$ cat config.mk
export PLATFORM = sky130hd
export DESIGN_NAME = ecwm_ram
export DESIGN_NICKNAME = d
export VERILOG_FILES = /design/src/rtl/ecwm_ram.sv
export SDC_FILE = /design/constraint.sdc
export NUM_CORES = 1
export LEC_CHECK = 0
export BUFFER_PORTS_ARGS = -buffer_cell sky130_fd_sc_hd__buf_4
export CORE_UTILIZATION = 25
export CTS_BUF_LIST = sky130_fd_sc_hd__clkbuf_4
export DETAILED_ROUTE_END_ITERATION = 6
export PLACE_DENSITY = 0.45
export RECOVER_POWER = 100
export SKIP_LAST_GASP = 1
export SLEW_MARGIN = 5
export SYNTH_ARGS = -nofsm -noshare
export SYNTH_HDL_FRONTEND = slang
export SYNTH_SLANG_ARGS = --single-unit
$ cat constraint.sdc
create_clock -name clk -period 1.87 [get_ports clk]
set_input_delay 0.0935 -clock clk [delete_from_list [all_inputs] [get_ports clk]]
set_output_delay 0.0935 -clock clk [all_outputs]
set_load 0.1 [all_outputs]
$ cat src/rtl/ecwm_ram.sv
// Generic single-write, single-read RAM with registered read data.
module ecwm_ram #(
  parameter int WIDTH = 8,
  parameter int DEPTH = 16
) (
  input  logic                     clk,
  input  logic                     we,
  input  logic [$clog2(DEPTH)-1:0] waddr,
  input  logic [WIDTH-1:0]         wdata,
  input  logic [$clog2(DEPTH)-1:0] raddr,
  output logic [WIDTH-1:0]         rdata
);

  logic [WIDTH-1:0] mem [DEPTH];

  always_ff @(posedge clk) begin
    if (we) begin
      mem[waddr] <= wdata;
    end
    rdata <= mem[raddr];
  end

endmodule

### Yosys cells after proc, flatten, opt, wreduce, memory -nomap -nowiden

Memories as Yosys holds them, arrays and structs flattened. A register that Yosys moved wholly into a read port is not among the register bits.
Index checks and enable logic that the tools add are counted.

| word-level totals | value |
|---|---|
| flip-flop bits (word level) | 0 |
| bits in writable memories | 128 |
| output and inout port bits | 8 |
| memories kept | 1 |

| cells by class | value |
|---|---|
| muxes and demuxes | 2 |

Memories:

| memory | depth | width | read ports | clocked after Yosys merged registers in | write ports | RTL line | source |
|---|---|---|---|---|---|---|---|
| mem | 16 | 8 | 1 | 1 | 1 | 14 | `logic [WIDTH-1:0] mem [DEPTH];` |

Operator list:

| cell | count |
|---|---|
| 1-bit two-way mux | 2 |

### Longest topological paths before layout

| depth | value |
|---|---|
| depth in word-level cells | 2 |
| mapped depth | 5 |

### Worst setup path after synthesis

Ideal clock, no wire load.

| timing path | value |
|---|---|
| path kind | input-to-reg |
| start point | input waddr[2] |
| end point | memory mem[0][0], enable pin |
| library setup time | 0.383 ns |
| arrival | 1.203 ns |
| setup slack | 0.284 ns |
| stages on the path | 2 |
| path through | or3b_2 -> nor3_1 |

RTL lines:

| item | RTL line | source |
|---|---|---|
| from (decl) | 8 | `input logic [$clog2(DEPTH)-1:0] waddr,` |
| to (decl) | 14 |  |

No word-level cell before the write port.

### Worst setup path in the final report

| timing path | value |
|---|---|
| start point | register rdata[5] (read register of mem) |
| end point | output rdata[5] |

RTL lines:

| item | RTL line | source |
|---|---|---|
| from (decl) | 11 | `output logic [WIDTH-1:0] rdata` |

No word-level cell between the ends.

==> impl_metrics.env <==
export IMPL_setup_worst_path_end_class="output port"
export IMPL_status="finished clean"
export IMPL_yosysWarnings=0
export IMPL_netlist_instances=229
export IMPL_critPathTopFamily="buffers and inverters"
export IMPL_num_rows=52
export IMPL_synthToLayoutAreaGrowth_pct=17.9
export IMPL_grt_ovfl_total=0
export IMPL_cts_resized=0
export IMPL_crit_path_cell_trace="clkbuf_2"
export IMPL_num_fill_cells=1988
export IMPL_cp_required_ns=1.78
export IMPL_path_max_fanout=1
export IMPL_cts_root_buf="clkbuf_4"
export IMPL_ant_nets=0
export IMPL_clkSlewWorstSetupHoldPaths_ns=0.11
export IMPL_place_ws_ns=0.330
export IMPL_synthesis_area_mm2=0.00515
export IMPL_cpPeakStageDelay_ns=0.49
export IMPL_startpoint_type="register"
export IMPL_rr_startpoint="mem[0][7]"
export IMPL_numClockSinks=136
export IMPL_gp_congestion=0.671
export IMPL_slowest_stage="clkbuf_2"
export IMPL_clock_latency_ns=0.52
export IMPL_hold_start="raddr[2]"
export IMPL_grt_max_degree=29
export IMPL_routedWlPerCell_um=18.7
export IMPL_multi_input_area_mm2=0.00106
export IMPL_crit_type="register to output port"
export IMPL_powerDensity_mw_per_mm2=987
export IMPL_hold_end="rdata[0]"
export IMPL_core_mm2=0.0202
export IMPL_layout_cells_most_common="edfxtp_1"
export IMPL_cts_max_level=4
export IMPL_tns_ns=0
export IMPL_ios=26
export IMPL_regToRegEndpoint="rdata[7]"
export IMPL_fp_dieArea_mm2=0.0212
export IMPL_ys_seq_area_share_pct=77.8
export IMPL_irDropWorstVdd_mv=0.439
export IMPL_drc=0
export IMPL_initial_core_util_pct=25.4
export IMPL_worstMarginPinSlew_ns=0.733
export IMPL_dr_pass1_iters=4
export IMPL_hold_violations=0
export IMPL_whs_path_depth=5
export IMPL_dpl_hpwl_mm=7.14
export IMPL_vias=2470
export IMPL_finalClockSkew_ns=0.0173
export IMPL_r2r_cells=3
export IMPL_num_nets_final=313
export IMPL_max_cap_violations=0
export IMPL_finalSetupViolations=0
export IMPL_die_w_um=145
export IMPL_cts_tree="built"
export IMPL_ys_types=19
export IMPL_num_antenna_cells=0
export IMPL_grtUsageTotal_pct=10.7
export IMPL_synth_avg_cell_area_um2=22.5
export IMPL_grt_pass1_vias=2592
export IMPL_drt_wl_total_mm=10.8
export IMPL_ys_ff_latch=136
export IMPL_syn_nets=247
export IMPL_r2r_slack_ns=0.49
export IMPL_routed_via_density=4.27
export IMPL_cts_buffers=17
export IMPL_layout_worst_path_cycle_share_pct=80.9
export IMPL_final_cell_mix="128 x edfxtp_1, 28 x clkbuf_1, 20 x clkbuf_4"
export IMPL_worst_slack_ns=0.357
export IMPL_slew_headroom_pct=51.2
export IMPL_drtIter0Drc=184
export IMPL_period_needed_ns=1.51
export IMPL_worst_path_buf_inv=1
export IMPL_clock_fmax_ghz=0.661
export IMPL_rsz0062_at_grt="false"
export IMPL_clock_path_buffers=2
export IMPL_final_max_slew_viol_count=0
export IMPL_antenna_found_initial=1
export IMPL_seq_area_mm2=0.00400
export IMPL_arrival_ns=1.42
export IMPL_drive_gt1_share_pct=21.1
export IMPL_leakagePower_nw=1.93
export IMPL_grt_pass1_wl_mm=15.9
export IMPL_io_buffers=25
export IMPL_die_y_um=145
export IMPL_min_path_type="input pin to register"
## power breakdown
part           switching, mW  internal [mW]
Clock                   1.00           1.08
Combinational          0.335          0.152
Sequential            0.0213           3.40
## final cells by class
type,count,area share (%)
Clock buffer,20,2.47
Clock inverter,12,2.58
Multi-Input combinational cell,83,17.4
Sequential cell,136,66.0
Tap cell,270,5.56
Timing Repair Buffer,57,6.02
## cell usage after synthesis
library cell     instances  area [µm²]
mux4_2                  18         405
buf_6                    3        33.8
a22oi_1                 16         120
dfxtp_1                  8         160
buf_2                    3        15.0
edfxtp_1               128        3840
mux4_1                  14         368
and2_1                   1        6.26
or3b_2                   1        8.76
nor2_1                  13        48.8
nand3b_1                 2        15.0
nand3_1                  1        5.00
nand2b_1                 2        12.5
nor2b_1                  1        6.26
clkdlybuf4s25_2          3        30.0
nor3_1                   4        20.0
nand2_1                  9        33.8
buf_4                    1        7.51
and2b_1                  1        7.51
## registers in the layout (all words and copies together) (netlist names)
| name | count |
|---|---|
| rdata | 8 |
| mem | 128 |
## per-stage QoR
| step | instance area, µm² | utilization (%) | power (mW) | hold WS, ns | instances |
|---|---|---|---|---|---|
| detailed placement | 5790 | 28.6 | 4.00 | 0.418 | 536 |
| global placement | 5790 | 28.6 | 4.00 | 0.402 | 536 |
| global route | 6070 | 30.0 | 6.22 | 0.146 | 578 |
| floorplan | 5150 | - | 3.81 | 0.192 | 229 |
| CTS | 6200 | 30.6 | 6.08 | 0.0500 | 578 |
| finish | 6070 | 30.0 | 5.99 | 0.180 | 578 |
## routing by layer
layer  share of wire (%)  track usage (%)  vias up
met5                0.16                0        -
met4                 1.0             3.95        2
met3                 4.6             3.54       11
met2                  48             17.0       52
met1                  46             13.7     1294
li1                    -                -     1111
## how the worst max path moves through the flow
stage / start / to / slack [ns] / cells after the start
3_3_place_gp: raddr[0] / rdata[2] / 0.37 / 6
4_1_cts: mem[9][1] / rdata[1] / 0.47 / 3
5_1_grt: rdata[5] / rdata[5] / 0.29 / 1
3_5_place_dp: raddr[0] / rdata[1] / 0.33 / 6
2_1_floorplan: waddr[2] / mem[0][0] / 0.28 / 2
6_report: rdata[5] / rdata[5] / 0.36 / 1
## kinds of logic (layout without fill, tap and decap cells)
| kind of cell | after synthesis | count (layout) | synth area share [%] |
|---|---|---|---|
| AOI/OAI and AO/OA | 16 | 16 | 2.33 |
| DFF | 136 | 136 | 77.8 |
| and+or+nand+nor | 35 | 35 | 3.18 |
| muxes | 32 | 32 | 15.0 |
| buffers and inverters | 10 | 89 | 1.68 |
## timing repair
item	CTS	global route
buffers inserted	0	0
hold buffers	10	0
endpoints found under the hold margin	129	0
No activity file was read; power rests on OpenSTA's default activity.
